[config.mk]
export PLATFORM = sky130hd
export DESIGN_NAME = url_percent_encoder_flat
export DESIGN_NICKNAME = d
export VERILOG_FILES = /design/src/upe_pkg.sv /design/src/upe_in_if.sv /design/src/upe_out_if.sv /design/src/url_percent_encoder.sv /design/src/upe_front.sv /design/src/upe_queue.sv /design/src/upe_back.sv /design/src/flat_wrapper.sv
export SDC_FILE = /design/constraint.sdc
export NUM_CORES = 1
export LEC_CHECK = 0
export ABC_AREA = 1
export BUFFER_PORTS_ARGS = -buffer_cell sky130_fd_sc_hd__buf_2
export CAP_MARGIN = 20
export CORE_MARGIN = 3
export CORE_UTILIZATION = 34
export CTS_BUF_LIST = sky130_fd_sc_hd__clkbuf_4 sky130_fd_sc_hd__clkbuf_8
export DETAILED_ROUTE_END_ITERATION = 10
export PLACE_DENSITY = 0.48
export SYNTH_ARGS = -nofsm -noshare
export SYNTH_HDL_FRONTEND = slang
export SYNTH_SLANG_ARGS = --single-unit
[constraint.sdc]
create_clock -name i_clk -period 13.7 [get_ports i_clk]
set_input_delay 2.055 -clock i_clk [delete_from_list [all_inputs] [get_ports i_clk]]
set_output_delay 2.055 -clock i_clk [all_outputs]
set_load 0.02 [all_outputs]
[src/upe_pkg.sv]
package upe_pkg;

    localparam int unsigned RUN_MAX = 7;

    localparam logic [1:0] MODE_PATH     = 2'd0;
    localparam logic [1:0] MODE_QUERY    = 2'd1;
    localparam logic [1:0] MODE_FRAGMENT = 2'd2;
    localparam logic [1:0] MODE_USERINFO = 2'd3;

    localparam logic [1:0] HOLD_NONE      = 2'd0;
    localparam logic [1:0] HOLD_PCT       = 2'd1;
    localparam logic [1:0] HOLD_PCT_DIGIT = 2'd2;

    localparam logic [7:0] CH_SLASH   = 8'h2F;
    localparam logic [7:0] CH_QUEST   = 8'h3F;
    localparam logic [7:0] CH_HASH    = 8'h23;
    localparam logic [7:0] CH_AT      = 8'h40;
    localparam logic [7:0] CH_PERCENT = 8'h25;
    localparam logic [7:0] CH_COLON   = 8'h3A;

    // one request's worth of output text
    typedef struct packed {
        logic [RUN_MAX-1:0][7:0] bytes;
        logic [2:0]              count;
        logic                    comp_last;
    } t_run;

    typedef struct packed {
        logic empty;
        logic full;
    } t_q_status;

    function automatic logic is_hex(input logic [7:0] c);
        return (c >= 8'h30 && c <= 8'h39) || (c >= 8'h61 && c <= 8'h66) ||
               (c >= 8'h41 && c <= 8'h46);
    endfunction

    function automatic logic [7:0] hex_char(input logic [3:0] n);
        return (n < 4'd10) ? (8'h30 + {4'h0, n}) : (8'h37 + {4'h0, n});
    endfunction

    function automatic logic [7:0] delim_of(input logic [1:0] mode);
        logic [7:0] d;
        case (mode)
            MODE_PATH:     d = CH_SLASH;
            MODE_QUERY:    d = CH_QUEST;
            MODE_FRAGMENT: d = CH_HASH;
            default:       d = 8'h00;
        endcase
        return d;
    endfunction

    function automatic logic passes(input logic [7:0] c, input logic [1:0] mode);
        logic unres;
        logic sub;
        logic res;
        unres = (c >= 8'h61 && c <= 8'h7A) || (c >= 8'h41 && c <= 8'h5A) ||
                (c >= 8'h30 && c <= 8'h39);
        case (c) inside
            8'h2D, 8'h2E, 8'h5F, 8'h7E: unres = 1'b1;
            default: ;
        endcase
        case (c) inside
            8'h21, 8'h24, 8'h26, 8'h27, 8'h28, 8'h29, 8'h2A, 8'h2B, 8'h2C, 8'h3B,
            8'h3D:   sub = 1'b1;
            default: sub = 1'b0;
        endcase
        if (unres || sub || c == CH_COLON) begin
            res = 1'b1;
        end else if (mode == MODE_USERINFO) begin
            res = 1'b0;
        end else if (c == CH_AT) begin
            res = 1'b1;
        end else if (mode == MODE_PATH) begin
            res = 1'b0;
        end else begin
            res = (c == CH_SLASH) || (c == CH_QUEST);
        end
        return res;
    endfunction

endpackage

[src/upe_in_if.sv]
interface upe_in_if;
    logic       valid;
    logic       ready;
    logic [7:0] data_byte;
    logic       end_of_component;

    modport source (output valid, output data_byte, output end_of_component, input ready);
    modport sink (input valid, input data_byte, input end_of_component, output ready);
endinterface

[src/upe_out_if.sv]
interface upe_out_if;
    logic       valid;
    logic       ready;
    logic [7:0] out_byte;
    logic       run_last;
    logic       component_last;

    modport source (output valid, output out_byte, output run_last, output component_last,
                    input ready);
    modport sink (input valid, input out_byte, input run_last, input component_last,
                  output ready);
endinterface

[src/url_percent_encoder.sv]
// Percent-encodes a URL component one byte per request in, one text byte per request out.
// i_cfg_we/i_cfg_wdata set the component mode (0 path, 1 query, 2 fragment, 3 userinfo),
// which takes effect from the next input byte. The input side takes a byte every cycle while
// the run queue of QUEUE_DEPTH entries has room; the output port drives one byte per cycle while
// o_res.ready allows, so an input byte yields one text byte when passed, three when encoded, and
// up to seven when a held escape is flushed, and a byte after '%' may produce nothing until the
// escape resolves. Sustained throughput is set by the output byte rate.
module url_percent_encoder #(
    parameter int unsigned QUEUE_DEPTH = 2
) (
    input  logic       i_clk,
    input  logic       i_rst_n,
    upe_in_if.sink     i_req,
    upe_out_if.source  o_res,
    input  logic       i_cfg_we,
    input  logic [1:0] i_cfg_wdata
);

    logic               r_mode;
    logic [1:0]         r_mode_q;
    logic               w_push;
    logic               w_pop;
    upe_pkg::t_run      w_run;
    upe_pkg::t_run      w_head;
    upe_pkg::t_q_status w_status;

    always_ff @(posedge i_clk) begin
        if (!i_rst_n) begin
            r_mode_q <= upe_pkg::MODE_PATH;
            r_mode   <= 1'b0;
        end else if (i_cfg_we) begin
            r_mode_q <= i_cfg_wdata;
            r_mode   <= 1'b1;
        end
    end

    upe_front u_front (
        .i_clk    (i_clk),
        .i_rst_n  (i_rst_n),
        .i_req    (i_req),
        .i_mode   (r_mode_q),
        .i_status (w_status),
        .o_push   (w_push),
        .o_run    (w_run)
    );

    upe_queue #(
        .DEPTH (QUEUE_DEPTH)
    ) u_queue (
        .i_clk    (i_clk),
        .i_rst_n  (i_rst_n),
        .i_push   (w_push),
        .i_run    (w_run),
        .i_pop    (w_pop),
        .o_head   (w_head),
        .o_status (w_status)
    );

    upe_back u_back (
        .i_clk    (i_clk),
        .i_rst_n  (i_rst_n),
        .i_head   (w_head),
        .i_status (w_status),
        .o_pop    (w_pop),
        .o_res    (o_res)
    );

    // mode holds its reset value until the first write
    a_mode_reset: assert property (@(posedge i_clk) disable iff (!i_rst_n)
        !r_mode |-> r_mode_q == upe_pkg::MODE_PATH)
        else $error("mode changed without a write");

    a_write_lands: assert property (@(posedge i_clk) disable iff (!i_rst_n)
        i_cfg_we |=> r_mode && r_mode_q == $past(i_cfg_wdata))
        else $error("mode write lost");

    a_push_gated: assert property (@(posedge i_clk) disable iff (!i_rst_n)
        w_push |-> i_req.valid && i_req.ready)
        else $error("queue written without an accepted request");

endmodule

[src/upe_front.sv]
module upe_front (
    input  logic             i_clk,
    input  logic             i_rst_n,
    upe_in_if.sink           i_req,
    input  logic [1:0]       i_mode,
    input  upe_pkg::t_q_status i_status,
    output logic             o_push,
    output upe_pkg::t_run    o_run
);

    logic [1:0] r_held_count, n_held_count;
    logic [7:0] r_held_digit, n_held_digit;
    logic       r_first, n_first;
    logic       w_accept;
    upe_pkg::t_run w_run;

    function automatic upe_pkg::t_run put(input upe_pkg::t_run r, input logic [7:0] b);
        upe_pkg::t_run q;
        q = r;
        if (q.count < 3'(upe_pkg::RUN_MAX)) begin
            q.bytes[q.count] = b;
            q.count          = q.count + 3'd1;
        end
        return q;
    endfunction

    function automatic upe_pkg::t_run put_enc(input upe_pkg::t_run r, input logic [7:0] b);
        upe_pkg::t_run q;
        q = put(r, upe_pkg::CH_PERCENT);
        q = put(q, upe_pkg::hex_char(b[7:4]));
        q = put(q, upe_pkg::hex_char(b[3:0]));
        return q;
    endfunction

    // failed escape: "%25" then the held digit, if one was held
    function automatic upe_pkg::t_run flush(input upe_pkg::t_run r, input logic [1:0] held,
                                            input logic [7:0] digit);
        upe_pkg::t_run q;
        q = r;
        if (held == upe_pkg::HOLD_PCT || held == upe_pkg::HOLD_PCT_DIGIT) begin
            q = put_enc(q, upe_pkg::CH_PERCENT);
        end
        if (held == upe_pkg::HOLD_PCT_DIGIT) begin
            q = put(q, digit);
        end
        return q;
    endfunction

    function automatic upe_pkg::t_run plain(input upe_pkg::t_run r, input logic [7:0] c,
                                            input logic [1:0] mode);
        upe_pkg::t_run q;
        q = r;
        if (upe_pkg::passes(c, mode)) begin
            q = put(q, c);
        end else if (c != upe_pkg::CH_PERCENT) begin
            q = put_enc(q, c);
        end
        return q;
    endfunction

    assign w_accept    = i_req.valid && !i_status.full;
    assign i_req.ready = !i_status.full;

    always_comb begin
        logic [7:0] c;
        logic       starts_hold;
        c            = i_req.data_byte;
        starts_hold  = !upe_pkg::passes(c, i_mode) && (c == upe_pkg::CH_PERCENT);
        w_run        = '0;
        n_held_count = r_held_count;
        n_held_digit = r_held_digit;
        if (r_first && i_mode != upe_pkg::MODE_USERINFO && c == upe_pkg::delim_of(i_mode)) begin
            w_run = put(w_run, c);
        end else if (r_held_count != upe_pkg::HOLD_NONE && upe_pkg::is_hex(c)) begin
            if (r_held_count == upe_pkg::HOLD_PCT) begin
                n_held_count = upe_pkg::HOLD_PCT_DIGIT;
                n_held_digit = c;
            end else begin
                w_run        = put(w_run, upe_pkg::CH_PERCENT);
                w_run        = put(w_run, r_held_digit);
                w_run        = put(w_run, c);
                n_held_count = upe_pkg::HOLD_NONE;
                n_held_digit = 8'h00;
            end
        end else begin
            w_run        = flush(w_run, r_held_count, r_held_digit);
            w_run        = plain(w_run, c, i_mode);
            n_held_count = starts_hold ? upe_pkg::HOLD_PCT : upe_pkg::HOLD_NONE;
            n_held_digit = 8'h00;
        end
        n_first = 1'b0;
        if (i_req.end_of_component) begin
            w_run        = flush(w_run, n_held_count, n_held_digit);
            n_held_count = upe_pkg::HOLD_NONE;
            n_held_digit = 8'h00;
            n_first      = 1'b1;
        end
        w_run.comp_last = i_req.end_of_component;
    end

    assign o_push = w_accept && (w_run.count != 3'd0);
    assign o_run  = w_run;

    always_ff @(posedge i_clk) begin
        if (!i_rst_n) begin
            r_held_count <= upe_pkg::HOLD_NONE;
            r_held_digit <= 8'h00;
            r_first      <= 1'b1;
        end else if (w_accept) begin
            r_held_count <= n_held_count;
            r_held_digit <= n_held_digit;
            r_first      <= n_first;
        end
    end

    a_end_clears_hold: assert property (@(posedge i_clk) disable iff (!i_rst_n)
        w_accept && i_req.end_of_component |=> r_held_count == upe_pkg::HOLD_NONE && r_first)
        else $error("hold not cleared at component end");

    a_end_emits: assert property (@(posedge i_clk) disable iff (!i_rst_n)
        w_accept && i_req.end_of_component |-> o_push)
        else $error("component end produced no output");

    a_hold_code: assert property (@(posedge i_clk) disable iff (!i_rst_n)
        r_held_count != 2'd3 && (r_held_count == upe_pkg::HOLD_PCT_DIGIT || r_held_digit == 8'h00))
        else $error("bad hold state");

endmodule

[src/upe_queue.sv]
module upe_queue #(
    parameter int unsigned DEPTH = 2
) (
    input  logic               i_clk,
    input  logic               i_rst_n,
    input  logic               i_push,
    input  upe_pkg::t_run      i_run,
    input  logic               i_pop,
    output upe_pkg::t_run      o_head,
    output upe_pkg::t_q_status o_status
);

    localparam int unsigned PW = (DEPTH > 1) ? $clog2(DEPTH) : 1;
    localparam int unsigned CW = $clog2(DEPTH + 1);

    upe_pkg::t_run r_mem [DEPTH];
    logic [PW-1:0] r_wr;
    logic [PW-1:0] r_rd;
    logic [CW-1:0] r_cnt;
    logic          w_push;
    logic          w_pop;

    assign o_status.empty = (r_cnt == CW'(0));
    assign o_status.full  = (r_cnt == CW'(DEPTH));
    assign w_push         = i_push && !o_status.full;
    assign w_pop          = i_pop && !o_status.empty;
    assign o_head         = r_mem[r_rd];

    always_ff @(posedge i_clk) begin
        if (w_push) begin
            r_mem[r_wr] <= i_run;
        end
    end

    always_ff @(posedge i_clk) begin
        if (!i_rst_n) begin
            r_wr  <= '0;
            r_rd  <= '0;
            r_cnt <= '0;
        end else begin
            if (w_push) begin
                r_wr <= (r_wr == PW'(DEPTH - 1)) ? '0 : r_wr + PW'(1);
            end
            if (w_pop) begin
                r_rd <= (r_rd == PW'(DEPTH - 1)) ? '0 : r_rd + PW'(1);
            end
            r_cnt <= r_cnt + CW'(w_push) - CW'(w_pop);
        end
    end

    a_no_overflow: assert property (@(posedge i_clk) disable iff (!i_rst_n)
        i_push |-> !o_status.full)
        else $error("push into full queue");

    a_no_underflow: assert property (@(posedge i_clk) disable iff (!i_rst_n)
        i_pop |-> !o_status.empty)
        else $error("pop from empty queue");

    a_count_range: assert property (@(posedge i_clk) disable iff (!i_rst_n)
        r_cnt <= CW'(DEPTH))
        else $error("queue count out of range");

endmodule

[src/upe_back.sv]
module upe_back (
    input  logic               i_clk,
    input  logic               i_rst_n,
    input  upe_pkg::t_run      i_head,
    input  upe_pkg::t_q_status i_status,
    output logic               o_pop,
    upe_out_if.source          o_res
);

    logic [2:0] r_idx;
    logic       r_valid;
    logic [7:0] r_byte;
    logic       r_run_last;
    logic       r_comp_last;
    logic       w_can_load;
    logic       w_load;
    logic       w_end;

    assign w_can_load = !r_valid || o_res.ready;
    assign w_load     = w_can_load && !i_status.empty;
    assign w_end      = (r_idx == i_head.count - 3'd1);
    assign o_pop      = w_load && w_end;

    always_ff @(posedge i_clk) begin
        if (w_load) begin
            r_byte      <= i_head.bytes[r_idx];
            r_run_last  <= w_end;
            r_comp_last <= w_end && i_head.comp_last;
        end
    end

    always_ff @(posedge i_clk) begin
        if (!i_rst_n) begin
            r_valid <= 1'b0;
            r_idx   <= 3'd0;
        end else begin
            if (w_can_load) begin
                r_valid <= w_load;
            end
            if (w_load) begin
                r_idx <= w_end ? 3'd0 : r_idx + 3'd1;
            end
        end
    end

    assign o_res.valid          = r_valid;
    assign o_res.out_byte       = r_byte;
    assign o_res.run_last       = r_run_last;
    assign o_res.component_last = r_comp_last;

    a_idx_in_run: assert property (@(posedge i_clk) disable iff (!i_rst_n)
        !i_status.empty |-> r_idx < i_head.count)
        else $error("byte index past end of run");

    a_idx_idle: assert property (@(posedge i_clk) disable iff (!i_rst_n)
        i_status.empty |-> r_idx == 3'd0)
        else $error("byte index not reset between runs");

    a_comp_implies_run: assert property (@(posedge i_clk) disable iff (!i_rst_n)
        r_valid && r_comp_last |-> r_run_last)
        else $error("component end not on run end");

endmodule

[src/flat_wrapper.sv]
// flat-port wrapper written by rule: the top's interface ports become plain ports
module url_percent_encoder_flat 
#(
    parameter int unsigned QUEUE_DEPTH = 2
)
  (i_clk, i_rst_n, i_cfg_we, i_cfg_wdata, i_req_valid, i_req_data_byte, i_req_end_of_component, i_req_ready, o_res_valid, o_res_out_byte, o_res_run_last, o_res_component_last, o_res_ready);
  upe_in_if i_req_i ();
  upe_out_if o_res_i ();
  input  logic i_clk;
  input  logic i_rst_n;
  input  logic i_cfg_we;
  input  logic [1:0] i_cfg_wdata;
  input wire logic [$bits(i_req_i.valid)-1:0] i_req_valid;
  input wire logic [$bits(i_req_i.data_byte)-1:0] i_req_data_byte;
  input wire logic [$bits(i_req_i.end_of_component)-1:0] i_req_end_of_component;
  output wire logic [$bits(i_req_i.ready)-1:0] i_req_ready;
  output wire logic [$bits(o_res_i.valid)-1:0] o_res_valid;
  output wire logic [$bits(o_res_i.out_byte)-1:0] o_res_out_byte;
  output wire logic [$bits(o_res_i.run_last)-1:0] o_res_run_last;
  output wire logic [$bits(o_res_i.component_last)-1:0] o_res_component_last;
  input wire logic [$bits(o_res_i.ready)-1:0] o_res_ready;
  assign i_req_i.valid = i_req_valid;
  assign i_req_i.data_byte = i_req_data_byte;
  assign i_req_i.end_of_component = i_req_end_of_component;
  assign i_req_ready = i_req_i.ready;
  assign o_res_valid = o_res_i.valid;
  assign o_res_out_byte = o_res_i.out_byte;
  assign o_res_run_last = o_res_i.run_last;
  assign o_res_component_last = o_res_i.component_last;
  assign o_res_i.ready = o_res_ready;
  url_percent_encoder #(.QUEUE_DEPTH(QUEUE_DEPTH)) u_core (.i_clk(i_clk), .i_rst_n(i_rst_n), .i_req(i_req_i), .o_res(o_res_i), .i_cfg_we(i_cfg_we), .i_cfg_wdata(i_cfg_wdata));
endmodule
==> results of run 1 <==
-- metrics by stage --
stage	setup slack (ps)	utilization, %	hold slack [ps]	cell area (um^2)
after detailed placement	5680	36.2	459	11100
after global placement	5790	36.1	452	11100
after global routing	5540	37.6	504	11500
after floorplan	4940	-	443	10600
final	6060	37.6	467	11500
after CTS	6190	37.6	468	11500
-- cells by family (layout without fill, tap and decap cells) --
logic type	Yosys count	count (layout)	synth area share, %
AO/OA/AOI/OAI	421	421	23.1
XOR/XNOR	7	7	0.578
adder cells (fa/ha/maj)	21	21	2.48
buffers and inverters	224	235	8.46
flip-flops	152	152	41.0
multiplexers	2	2	0.189
other	1	2	0.0354
AND/OR/NAND/NOR	562	562	24.2
-- layout make-up --
cell class	instances	area [um^2]	area share, %
clock inverter	10	140	1.22
inverter	157	596	5.17
clock buffer	22	290	2.52
tap	396	495	4.30
timing repair buffer	46	278	2.41
multi-input combinational	1015	5380	46.7
sequential	152	4350	37.7
-- worst max-delay path by stage --
stage / end / slack (ps)
2_1_floorplan: u_core.u_queue.r_mem[0][0] / 4940
3_3_place_gp: u_core.u_queue.r_mem[0][44] / 5790
3_5_place_dp: u_core.u_queue.r_mem[0][0] / 5680
4_1_cts: u_core.u_queue.r_mem[0][40] / 6190
5_1_grt: u_core.u_queue.r_mem[0][43] / 5540
6_report: u_core.u_queue.r_mem[0][3] / 6060
-- flip-flops by register name, indices dropped and copies added, names as in the netlist, named ones only --
register / count
u_core.u_front.r_first: 1
u_core.u_queue.r_rd: 1
u_core.u_queue.r_wr: 1
u_core.u_queue.r_cnt: 2
u_core.u_back.r_idx: 3
u_core.u_back.o_res.valid: 1
u_core.u_front.r_held_count: 2
u_core.u_back.o_res.run_last: 1
u_core.u_back.o_res.component_last: 1
u_core.u_queue.r_mem: 120
u_core.r_mode_q: 2
u_core.u_front.r_held_digit: 8
u_core.u_back.o_res.out_byte: 8
-- layer usage --
metal	track usage [%]	vias up
met4	7.86	0
met5	0	-
li1	-	4792
met3	2.67	71
met1	32.3	4810
met2	39.0	356
-- power by group --
part	internal (mW)	switching (mW)
clock	0.200	0.168
sequential	0.598	0.0263
combinational	0.144	0.361
total	0.943	0.555
-- synthesized netlist by cell type (all sizes together), types with 7 or more instances --
cell type  count  area (um^2)
nand4          8         50.1
nand2        269         1140
ha            21          263
o211ai        32          240
inv          154          583
o221ai         9         78.8
nand3         51          305
nor2         210          931
o31ai          7         52.6
dfxtp         22          440
a31oi         11         68.8
a22oi          7         52.6
o21ai        214         1090
o22ai         36          225
buf           17          114
clkbuf        50          188
a21oi         71          359
edfxtp       130         3900
nor3          14         70.1
-- cell usage in the layout (no fill, tap or decap), types with 27 or more instances in the layout --
| master | n |
|---|---|
| nand2_1 | 247 |
| buf_2 | 27 |
| nand3_1 | 44 |
| edfxtp_1 | 130 |
| inv_1 | 131 |
| o211ai_1 | 32 |
| o21ai_0 | 177 |
| a21oi_1 | 69 |
| o22ai_1 | 36 |
| o21ai_1 | 33 |
| nor2_1 | 187 |
-- tightest hold or removal path, stage by stage, from the launching register on --
cell     delay [ps]
dfxtp_1         300
inv_1            70
a21oi_1          60
==> results.txt, run 1 <==
Critical Path RT - 13770 ps
Share of synthesized registers carrying an async set or reset - 0%
Period utilisation layout - 55.8%
Fraction of layout instances using a drive strength above 1 - 11.9%
Critical path type - input port to flop
I/O Buffers - 27
Final hold viol count - 0
FF-to-FF Start - u_core.u_front.r_held_count[0]
Top sig layer - met4
Area grow syn2layout - 8.66%
Final WL - 39.5 mm
Worst Skew - 23.1 ps
Pwr Total - 1.50 mW
Number of remaining DRC errors - 0
Min-delay src - u_core.u_queue.r_rd
Reg-to-reg setup timing slack - 7520 ps
Mapped Area - 10600 um^2
Worst-Margin Slew - 849 ps
Endpoint type of the worst setup path - flop
Pre-Repair DR Iteration Count - 5
Cts repair resizes - 0
Sequential area share after synthesis - 41.0%
Synth cell types - 60
CTS Hold Buffers Added - 0
Post-layout nets - 1426
Longest Clk Path Bufs - 2
Non-filler instance count after layout - 1798
Yosys warns - 0
Core ar. - 30700 um^2
Final worst path period need - 7640 ps
Final setup fails - 0
Hold depth - 2
First-pass GRT wire length - 59.5 mm
TritonCTS Buffers - 17
H-Tree Depth - 4
Max_slew headroom - 43.4%
I/O pins - 28
Max-slew violation count - 0
Total die area - 33300 um^2
Worst Hold Class - flop to flop
Largest net degree at the start of global routing - 74
# rows - 64
Detail Route Antenna Nets - 0
Vias - 10000
Die width - 183 um
Met1 wire length - 17.8 mm
CTS Root Cell - clkbuf_8
Placed cell count - 1766
Die Y - 183 um
Fill count - 3275
Vias per std cell - 5.58
Total GRT Usage - 23.6%
Skew-Pair Late Insertion Delay - 460 ps
Critical-path cell with the highest stage delay - buf_4
Initial antenna violation count - 0
Outcome - finished, final reports clean
Path depth of the worst reg2reg path - 32
Routability cong. - 0.974
Slowest Stage Delay on Critical Path - 650 ps
RSZ-0062 raised after global routing - false
Reg-to-Reg End - u_core.u_queue.r_mem[0][38]
Launch point of the worst path - i_req_data_byte[4]
1st-iter DRT viols - 1058
Clock transition at path regs - 80 ps
Seq cells post-synth - 152
Max-cap violations - 0
Max Clk Rate - 131 MHz
P_leak - 4.48 nW
Vias in the first global route - 9364
Pwr/cell area - 130 nW/um^2
Setup TNS - 0 ps
Post CTS Setup Buffer Count - 0
Sinks on the clock net - 152
N_diodes - 0
Mean post-synth cell area - 7.63 um^2
TritonCTS clock tree - yes
DP HPWL - 29.7 mm
Initial Util - 34.6%
CP Launch Type - input port
Metal2 WL - 18.6 mm
Critical path's top delay family - simple AND/OR/NAND/NOR gates
Most used cell, CP - nand2_1
Critical Path Stages - 37
Post-synthesis instance total - 1390
Post-synth top flop - edfxtp_1
Avg WL per Cell - 22.0 um
Met3 wire length - 1.93 mm
CP bufs+invs - 8
GRT overflow - 0
CP max FO - 60
Critical path data arrival time - 7710 ps
EDFF count, synth - 130
Maximum VDD drop - 58.6 uV
Note: power is estimated with default switching activity, not from simulation.
==> inputs of run 2 (changes only) <==
Clock period 13.7 ns to 7.5 ns, I/O delays scaled along.
==> run 2 against run 1 <==
  * Combinational power rose by 85%
  * Register-to-register slack got worse by 5800 ps
  * Total power rose by 85%
  * Worst hold slack improved by 3.3 ps
  * Critical endpoint is now u_core.u_queue.r_cnt[1]
  * Via count fell by 0.22%
  * Largest power group unchanged
  * First-iteration DRC count rose by 13%
  * Critical path depth rose by 5
  * Sequential power rose by 81%
  * Die area did not move
  * Largest cell class unchanged
  * Clock-buffer cell count did not move
==> results.txt, run 2 (synthesis results as in run 1) <==
Outcome - finished, final reports clean
Pwr/cell area - 239 nW/um^2
Skew-Pair Late Insertion Delay - 450 ps
Post CTS Setup Buffer Count - 0
Most common cell after layout, fill and taps aside - nand2_1
Gr busiest metal - met2
Routability cong. - 0.987
Critical path type - input port to flop
Initial antenna violation count - 0
N_diodes - 0
Die width - 183 um
Max-slew violation count - 0
Critical-path cell with the highest stage delay - ha_1
Maximum VDD drop - 115 uV
Met1 GRT Util - 32.0%
Pre-Repair DR Iteration Count - 6
Endpoint type of the worst setup path - flop
Sinks on the clock net - 152
Fraction of layout instances using a drive strength above 1 - 12.1%
I/O pins - 28
Die Y - 183 um
Vias per std cell - 5.55
Avg WL per Cell - 21.2 um
Post-layout nets - 1430
# rows - 64
Met3 usage - 2.79%
CP max FO - 11
Worst Skew - 15.7 ps
Number of remaining DRC errors - 0
GRT overflow - 0
Vias in the first global route - 9416
Max-cap violations - 0
Worst-Margin Slew - 964 ps
Total GRT Usage - 22.9%
RSZ-0062 raised after global routing - false
Placed cell count - 1770
Core ar. - 30700 um^2
Detail Route Antenna Nets - 0
Cts repair resizes - 0
TritonCTS Buffers - 17
Slowest Stage Delay on Critical Path - 310 ps
Setup TNS - 0 ps
Clock transition at path regs - 80 ps
Initial Util - 34.6%
TritonCTS clock tree - yes
Critical Path RT - 7850 ps
Largest register FFs - 120
Final hold viol count - 0
CTS Root Cell - clkbuf_8
Fill count - 3217
Total die area - 33300 um^2
Most used cell, CP - nand2_1
Setup WS pre-CTS - 762 ps
P_leak - 4.52 nW
Critical path data arrival time - 6620 ps
Final worst slack - 1220 ps
I/O Buffers - 27
CTS Hold Buffers Added - 0
1st-iter DRT viols - 1192
H-Tree Depth - 4
Final setup fails - 0
Area grow syn2layout - 9.46%
Period utilisation layout - 83.7%
Pwr Total - 2.77 mW
Vias - 10000
Largest net degree at the start of global routing - 75
Max_slew headroom - 35.0%
First-pass GRT wire length - 58.3 mm
Met2 Usage GRT - 36.9%
Longest Clk Path Bufs - 2
Most frequent cells in the layout - 247 x nand2_1, 187 x nor2_1, 177 x o21ai_0, 131 x inv_1, 130 x edfxtp_1
Non-filler instance count after layout - 1802
DP HPWL - 28.6 mm
Final WL - 38.2 mm
CP Launch Type - input port
Final worst path period need - 6280 ps
Worst Hold Class - flop to flop
Reg with most FFs - u_core.u_queue.r_mem
Max Clk Rate - 159 MHz
[run 2: final cells by class]
cell class | count | area (um^2) | area share, %
inverters | 157 | 596 | 5.13
repair buffers | 50 | 349 | 3.01
clock inverters | 10 | 164 | 1.41
multi-input cells | 1015 | 5380 | 46.3
flip-flops and latches | 152 | 4350 | 37.4
clock buffers | 22 | 284 | 2.45
well taps | 396 | 495 | 4.27
[run 2: report_power, final]
part	internal [mW]	switching, mW	total (mW)
registers	1.09	0.0421	1.13
logic	0.269	0.665	0.934
clock network	0.394	0.308	0.702
[run 2: final timing paths]
check / start / end / slack (ps) / cells past startpoint
min reg2reg: u_core.u_queue.r_rd / flop / 470 / 2
max reg2reg: u_core.u_front.r_held_count[0] / u_core.u_queue.r_cnt[1] / 1710 / 36
min: u_core.u_queue.r_rd / flop / 470 / 2
max: i_req_data_byte[4] / u_core.u_queue.r_cnt[1] / 1220 / 42
[run 2: critical path: cells and delay by family]
| family | cells | cell delay, ps |
|---|---|---|
| xor+xnor | 1 | 150 |
| simple gates | 24 | 2450 |
| fa+ha+maj | 6 | 1430 |
| compound gates | 2 | 190 |
| buf+inv | 9 | 1250 |
[run 2: per-layer routing]
layer	vias to the layer above	part of all wire, %	routed length, um
li1	4796	-	-
met1	4749	45	17200
met2	393	46	17400
met3	69	6.0	2300
met4	0	3.2	1220
met5	-	0	0
[run 2: through the flow]
stage | hold slack, ps | util [%] | cell area (um^2)
after floorplan | 443 | - | 10600
after global placement | 451 | 36.3 | 11100
after detailed placement | 460 | 36.4 | 11200
after CTS | 475 | 37.9 | 11600
after global routing | 496 | 37.9 | 11600
final | 471 | 37.9 | 11600
